**config.mk**
```make
export PLATFORM = sky130hd
export DESIGN_NAME = pit_ctrl
export DESIGN_NICKNAME = d
export VERILOG_FILES = /design/src/design/pit_pkg.sv /design/src/design/pit_ctrl.sv
export VERILOG_INCLUDE_DIRS = /design/src /design/src/design
export SDC_FILE = /design/constraint.sdc
export NUM_CORES = 1
export LEC_CHECK = 0
export BUFFER_PORTS_ARGS = -buffer_cell sky130_fd_sc_hd__buf_4
export CORE_ASPECT_RATIO = 0.8
export CORE_MARGIN = 2
export CORE_UTILIZATION = 40
export CTS_CLUSTER_SIZE = 40
export DETAILED_ROUTE_END_ITERATION = 12
export HOLD_SLACK_MARGIN = 0.02
export PLACE_DENSITY = 0.66
export SLEW_MARGIN = 20
export SYNTH_ARGS = -nofsm -noshare
export SYNTH_HDL_FRONTEND = slang
export SYNTH_SLANG_ARGS = --single-unit
```
**constraint.sdc**
```tcl
create_clock -name aclk -period 9 [get_ports aclk]
set_input_delay 1.35 -clock aclk [delete_from_list [all_inputs] [get_ports aclk]]
set_output_delay 1.35 -clock aclk [all_outputs]
set_load 0.01 [all_outputs]
```
**src/design/pointer_intern_table_assert.svh**
```systemverilog
// Assertion macros used by the value interning table sequencer.
`ifndef POINTER_INTERN_TABLE_ASSERT_SVH
`define POINTER_INTERN_TABLE_ASSERT_SVH

// Check a condition at every clock edge outside reset.
`define PIT_ASSERT_ALWAYS(label, clk, rstn, cond, msg) \
    label: assert property (@(posedge clk) disable iff (!rstn) (cond)) else $error(msg);

// Check a consequence in the same cycle as its antecedent.
`define PIT_ASSERT_IMPLY(label, clk, rstn, ante, cons, msg) \
    label: assert property (@(posedge clk) disable iff (!rstn) (ante) |-> (cons)) \
        else $error(msg);

// Check a consequence in the cycle after its antecedent.
`define PIT_ASSERT_NEXT(label, clk, rstn, ante, cons, msg) \
    label: assert property (@(posedge clk) disable iff (!rstn) (ante) |=> (cons)) \
        else $error(msg);

`endif

```
**src/design/pit_pkg.sv**
```systemverilog
// Shared constants and types of the value interning table.
`timescale 1ns / 1ps

package pit_pkg;

    localparam int VALUE_W      = 64;
    localparam int SLOT_FIELD_W = 10;
    localparam int ACTION_W     = 2;
    localparam int SLOT_COUNT_DEFAULT = 1024;

    // Input beat layout: value_in, then slot_in, padded to whole bytes.
    localparam int IN_DATA_W  = ((VALUE_W + SLOT_FIELD_W + 7) / 8) * 8;
    // Result beat layout: slot_out, then value_out, padded to whole bytes.
    localparam int OUT_DATA_W = ((SLOT_FIELD_W + VALUE_W + 7) / 8) * 8;

    localparam logic [ACTION_W-1:0] ACT_INTERN  = 2'd0;
    localparam logic [ACTION_W-1:0] ACT_RESOLVE = 2'd1;
    localparam logic [ACTION_W-1:0] ACT_CLEAR   = 2'd2;

    typedef struct packed {
        logic [SLOT_FIELD_W-1:0] slot;
        logic [VALUE_W-1:0]      value;
    } pit_result_t;

endpackage

```
**src/design/pit_ctrl.sv**
```systemverilog
// Sequencer and shared comparator: scan, append, resolve and clear.
`timescale 1ns / 1ps

module pit_ctrl #(
    parameter int SLOT_COUNT = pit_pkg::SLOT_COUNT_DEFAULT,
    localparam int SW = (SLOT_COUNT > 1) ? $clog2(SLOT_COUNT) : 1,
    localparam int CW = $clog2(SLOT_COUNT + 1)
) (
    input  logic                             aclk,
    input  logic                             aresetn,
    input  logic                             in_valid,
    output logic                             in_ready,
    input  logic [pit_pkg::ACTION_W-1:0]     in_action,
    input  logic [pit_pkg::VALUE_W-1:0]      in_value,
    input  logic [pit_pkg::SLOT_FIELD_W-1:0] in_slot,
    output logic                             res_valid,
    input  logic                             res_ready,
    output pit_pkg::pit_result_t             res,
    output logic                             mem_rd_en,
    output logic [SW-1:0]                    mem_rd_addr,
    input  logic [pit_pkg::VALUE_W-1:0]      mem_rd_data,
    output logic                             mem_wr_en,
    output logic [SW-1:0]                    mem_wr_addr,
    output logic [pit_pkg::VALUE_W-1:0]      mem_wr_data
);

`include "pointer_intern_table_assert.svh"

    // Width wide enough for both a slot field and a fill count.
    localparam int XW = (CW > pit_pkg::SLOT_FIELD_W) ? CW : pit_pkg::SLOT_FIELD_W;

    typedef enum logic [3:0] {
        ST_IDLE    = 4'b0001,
        ST_SCAN    = 4'b0010,
        ST_RESOLVE = 4'b0100,
        ST_FINISH  = 4'b1000
    } state_t;

    state_t                      state_reg, state_next;
    logic [CW-1:0]               fill_reg, fill_next;
    logic [CW-1:0]               issue_reg, issue_next;
    logic [CW-1:0]               chk_reg, chk_next;
    logic                        chk_valid_reg, chk_valid_next;
    logic [pit_pkg::VALUE_W-1:0] value_reg, value_next;
    pit_pkg::pit_result_t        res_reg, res_next;
    logic [XW-1:0]               slot_x;
    logic [XW-1:0]               fill_x;
    logic                        hit;

    assign slot_x = XW'(in_slot);
    assign fill_x = XW'(fill_reg);
    // The one comparator, reused for every stored entry of a scan.
    assign hit    = chk_valid_reg && (mem_rd_data == value_reg);

    assign in_ready  = (state_reg == ST_IDLE);
    assign res_valid = (state_reg == ST_FINISH);
    assign res       = res_reg;

    always_comb begin
        state_next     = state_reg;
        fill_next      = fill_reg;
        issue_next     = issue_reg;
        chk_next       = chk_reg;
        chk_valid_next = 1'b0;
        value_next     = value_reg;
        res_next       = res_reg;
        mem_rd_en      = 1'b0;
        mem_rd_addr    = issue_reg[SW-1:0];
        mem_wr_en      = 1'b0;
        mem_wr_addr    = fill_reg[SW-1:0];
        mem_wr_data    = value_reg;

        unique case (state_reg)
            ST_IDLE: begin
                if (in_valid) begin
                    unique case (in_action)
                        pit_pkg::ACT_INTERN: begin
                            res_next.value = '0;
                            if (in_value == '0) begin
                                res_next.slot = '0;
                                state_next    = ST_FINISH;
                            end else if (fill_reg == CW'(1)) begin
                                // Empty table: append at once.
                                mem_wr_en     = 1'b1;
                                mem_wr_data   = in_value;
                                res_next.slot = pit_pkg::SLOT_FIELD_W'(fill_reg);
                                fill_next     = fill_reg + 1'b1;
                                state_next    = ST_FINISH;
                            end else begin
                                value_next = in_value;
                                issue_next = CW'(1);
                                state_next = ST_SCAN;
                            end
                        end
                        pit_pkg::ACT_RESOLVE: begin
                            res_next.slot = '0;
                            if (slot_x == '0 || slot_x >= fill_x) begin
                                res_next.value = '0;
                                state_next     = ST_FINISH;
                            end else begin
                                mem_rd_en   = 1'b1;
                                mem_rd_addr = slot_x[SW-1:0];
                                state_next  = ST_RESOLVE;
                            end
                        end
                        pit_pkg::ACT_CLEAR: begin
                            fill_next = CW'(1);
                        end
                        default: begin
                        end
                    endcase
                end
            end
            ST_SCAN: begin
                if (hit) begin
                    res_next.slot = pit_pkg::SLOT_FIELD_W'(chk_reg);
                    state_next    = ST_FINISH;
                end else if (issue_reg < fill_reg) begin
                    // Read the next filled entry while comparing the last.
                    mem_rd_en      = 1'b1;
                    chk_next       = issue_reg;
                    chk_valid_next = 1'b1;
                    issue_next     = issue_reg + 1'b1;
                end else if (fill_reg == CW'(SLOT_COUNT)) begin
                    // No match and no room left: report failure.
                    res_next.slot = '0;
                    state_next    = ST_FINISH;
                end else begin
                    mem_wr_en     = 1'b1;
                    res_next.slot = pit_pkg::SLOT_FIELD_W'(fill_reg);
                    fill_next     = fill_reg + 1'b1;
                    state_next    = ST_FINISH;
                end
            end
            ST_RESOLVE: begin
                res_next.value = mem_rd_data;
                state_next     = ST_FINISH;
            end
            ST_FINISH: begin
                if (res_ready) begin
                    state_next = ST_IDLE;
                end
            end
            default: begin
                state_next = ST_IDLE;
            end
        endcase
    end

    always_ff @(posedge aclk) begin
        if (!aresetn) begin
            state_reg     <= ST_IDLE;
            fill_reg      <= CW'(1);
            chk_valid_reg <= 1'b0;
        end else begin
            state_reg     <= state_next;
            fill_reg      <= fill_next;
            chk_valid_reg <= chk_valid_next;
        end
        issue_reg <= issue_next;
        chk_reg   <= chk_next;
        value_reg <= value_next;
        res_reg   <= res_next;
    end

    `PIT_ASSERT_ALWAYS(a_fill_range, aclk, aresetn, fill_reg != '0 && fill_reg <= CW'(SLOT_COUNT), "fill count out of range")
    `PIT_ASSERT_IMPLY(a_scan_filled, aclk, aresetn, chk_valid_reg, chk_reg != '0 && chk_reg < fill_reg, "scan compares an unfilled slot")
    `PIT_ASSERT_NEXT(a_append_grows, aclk, aresetn, mem_wr_en, fill_reg == CW'($past(fill_reg) + 1'b1), "append did not advance fill count")
    `PIT_ASSERT_NEXT(a_res_hold, aclk, aresetn, res_valid && !res_ready, res_valid && $stable(res_reg), "pending result changed")

endmodule
```
==> impl_results.md <==
* Largest net degree at the start of global routing at 70
* Die area at 0.0236 mm2
* WP data required at 7.65 ns
* Worst slew margin at 0.230
* Combinational power share at 0.235
* Slowest CP cell: nor4_1
* Maximum vdd drop at 81.8 uV
* I/O Pins at 306
* Async S/R FF share, synth at 0
* #FFs+latches synth at 175
* N_diodes at 0
* Antenna Nets Post-Route at 0
* Vias per inst at 5.32
* FF-to-FF End: res[71]
* Skew final at 0.0149 ns
* DR iter-0 viols at 638
* Commonest non-fill, non-tap cell in the layout: buf_4
* Final period utilization at 0.640
* WS Path Type: in -> out
* Initial Util at 0.411
* Crit. End Element: primary output
* Setup TNS Final at 0 ns
* Commonest cells after routing, fill and taps aside: buf_4, edfxtp_1, mux2_2, and2_1, xor2_1
* Sequential Power Share at 0.444
* Net switching power at 702 uW
* Largest register FFs at 74
* Type of origin of the critical path: input port
* Final HPWL DP at 22900 um
* Area delta synth->final at 35.0%
* Critical path data arrival time at 4.41 ns
* Hold Path Sink: fill_reg[9]
* Core ar. at 0.0218 mm2
* Max-cap violations at 0
* Pint at 1590 uW
* Die W at 171 um
* Critical path's largest stage delay at 0.82 ns
* Cell area after synthesis at 0.00896 mm2
* Unrepaired setup endpoints after global routing: false
* CTS tree: yes
* Drt first pass iters at 5
* CTS Buf Count at 17
* CTS Sinks at 175
* Top-area cell type share of the netlist area at 0.533
* IO Port Bufs at 305
* CTS Hold Bufs at 0
* Crit path max fanout at 69
* Via count at 7041
* Worst-Skew Late Latency at 0.43 ns
* Synth area leaders: edfxtp_1, mux2_2, xor2_1
* Sequential standard cell area at 0.00509 mm2
* HP Start: fill_reg[9]
* Register area share after synthesis at 0.568
* GRT overflow at 0
* Slew Viols, Final at 0
* Number of synthesized flops with an enable pin at 159
* Post-route DRC at 0
* Placement Rows at 48
* Ys Warns at 0
* Worst Tran Pin Value at 1.15 ns
* Gate Count Post-Synth at 713
* # H-tree levels at 4
* CP most frequent cell: buf_4
* Post-route cell area at 0.0121 mm2
* Post-CTS Setup Bufs at 0
* Most used DFF post-synth: edfxtp_1
* RR Startpoint: value_reg[59]
* CTS Buffer Depth at 2
* Hold Crit Depth at 1
* Post-CTS Resized at 0
* GPL Wtd Cong at 0.866
* Fillers at 1916
* Clock Power Share at 0.321
* Max Freq at 0.174 GHz
* Pleak at 0.00477 uW
* Area of the multi-input gates at 0.00362 mm2
* Syn nets at 881
* Nets at 1179
* Tmin final at 5.76 ns
* Die Y at 138 um
* Pwr Density at 189 mW/mm2
* Vias in the first global route at 6717
* Worst min path class: reg -> reg
* Clock tree root driver cell: clkbuf_16
* First-pass GRT wire length at 43200 um
* DP Area at 0.0115 mm2
* GR Util All Layers at 0.255
* Status: completed
* Critical path, cell by cell: buf_4 > nor4_2 > nand4_1 > nor4_1 > nor3_4 > buf_4 > o21ai_0 > buf_4
* Syn avg cell area at 12.6 um2
* Synth area leader: edfxtp_1
* WL/cell at 22.8 um
* Worst reg-to-reg path cell count at 9
* Setup ws final at 3.24 ns
* Sw Share at 0.306
* Final hold vios at 0
* FF-to-FF setup slack at 5.60 ns
* Share of cells above drive strength 1 at 0.415
* Clk slew on worst S/H paths at 0.07 ns
* Yosys cell types at 56
* Endpoints failing setup at 0
* Initial antenna violation count at 0
* Final hold slack at 0.562 ns
* Routed wire length at 30200 um
* DP Worst Slack at 3.28 ns
[Yosys cell counts (2+ instances only)]
master	number
edfxtp_1	159
mux2_2	69
and2_1	66
xor2_1	50
nor2_1	42
nor4_1	32
inv_1	28
nand2_1	27
ha_1	24
nand4_1	20
o21ai_0	17
dfxtp_1	16
xnor2_1	14
a21oi_1	13
buf_4	11
clkbuf_1	11
mux2i_1	10
nand3_1	10
nor2b_1	10
buf_2	9
and3_1	8
o311ai_0	8
nor3_1	6
a21o_1	4
a31oi_1	4
nand2b_1	3
o22ai_1	3
o31ai_1	3
or2_2	3
a211o_1	2
nor3_2	2
nor3b_1	2
o21ai_1	2
o41ai_1	2
or3_1	2
[logic make-up after synthesis]
family	count (synthesis)	share of synthesized area
buffers and inverters	60	0.0318
and+or+nand+nor	242	0.155
DFF	175	0.568
AOI/OAI and AO/OA	69	0.0508
xor gates and xnor gates	64	0.0625
adders and majority gates	24	0.0335
muxes	79	0.0978
[worst max-delay path, delay by kind of cell]
family	cells	cell delay, ns
buffers and inverters	3	0.72
and+or+nand+nor	4	1.86
AOI/OAI and AO/OA	1	0.39
[stage by stage]
| stage | util | std cells | total power (uW) |
|---|---|---|---|
| floorplan | - | 713 | 1290 |
| global placement | 0.529 | 1292 | 1560 |
| detailed placement | 0.529 | 1292 | 1570 |
| CTS | 0.555 | 1324 | 2300 |
| global route | 0.555 | 1324 | 2370 |
| finish | 0.555 | 1324 | 2290 |
[cell type report]
cell class / count / share of cell area
multi-input cells: 478 / 0.299
flip-flops and latches: 175 / 0.421
inverters: 28 / 0.00868
clock inverters: 15 / 0.0119
clock buffers: 17 / 0.0352
well taps: 300 / 0.0310
repair buffers: 311 / 0.193
[worst max path at each step]
| stage | start | to | cells past startpoint |
|---|---|---|---|
| final | in_value[17] | mem_wr_data[51] | 8 |
| after global routing | in_value[17] | mem_wr_data[51] | 8 |
| after CTS | in_value[17] | mem_wr_data[51] | 8 |
| after detailed placement | in_value[17] | mem_wr_data[51] | 8 |
| after global placement | in_value[17] | mem_wr_data[50] | 8 |
| after floorplan | in_slot[8] | res[0] | 7 |
[layer usage]
layer / track usage / vias up / part of all wire
met1: 0.363 / 3445 / 0.45
met3: 0.0557 / 32 / 0.085
li1: - / 3236 / -
met5: 0 / - / 0
met4: 0.0711 / 0 / 0.021
met2: 0.393 / 328 / 0.45
[power by group through the flow]
stage	logic [uW]	clock network, uW	registers [uW]
after global placement	531	0	1030
after CTS	538	742	1020
after global routing	578	773	1020
final	538	736	1020
after detailed placement	536	0	1030
after floorplan	233	0	1050
(Power assumes the default switching activity.)
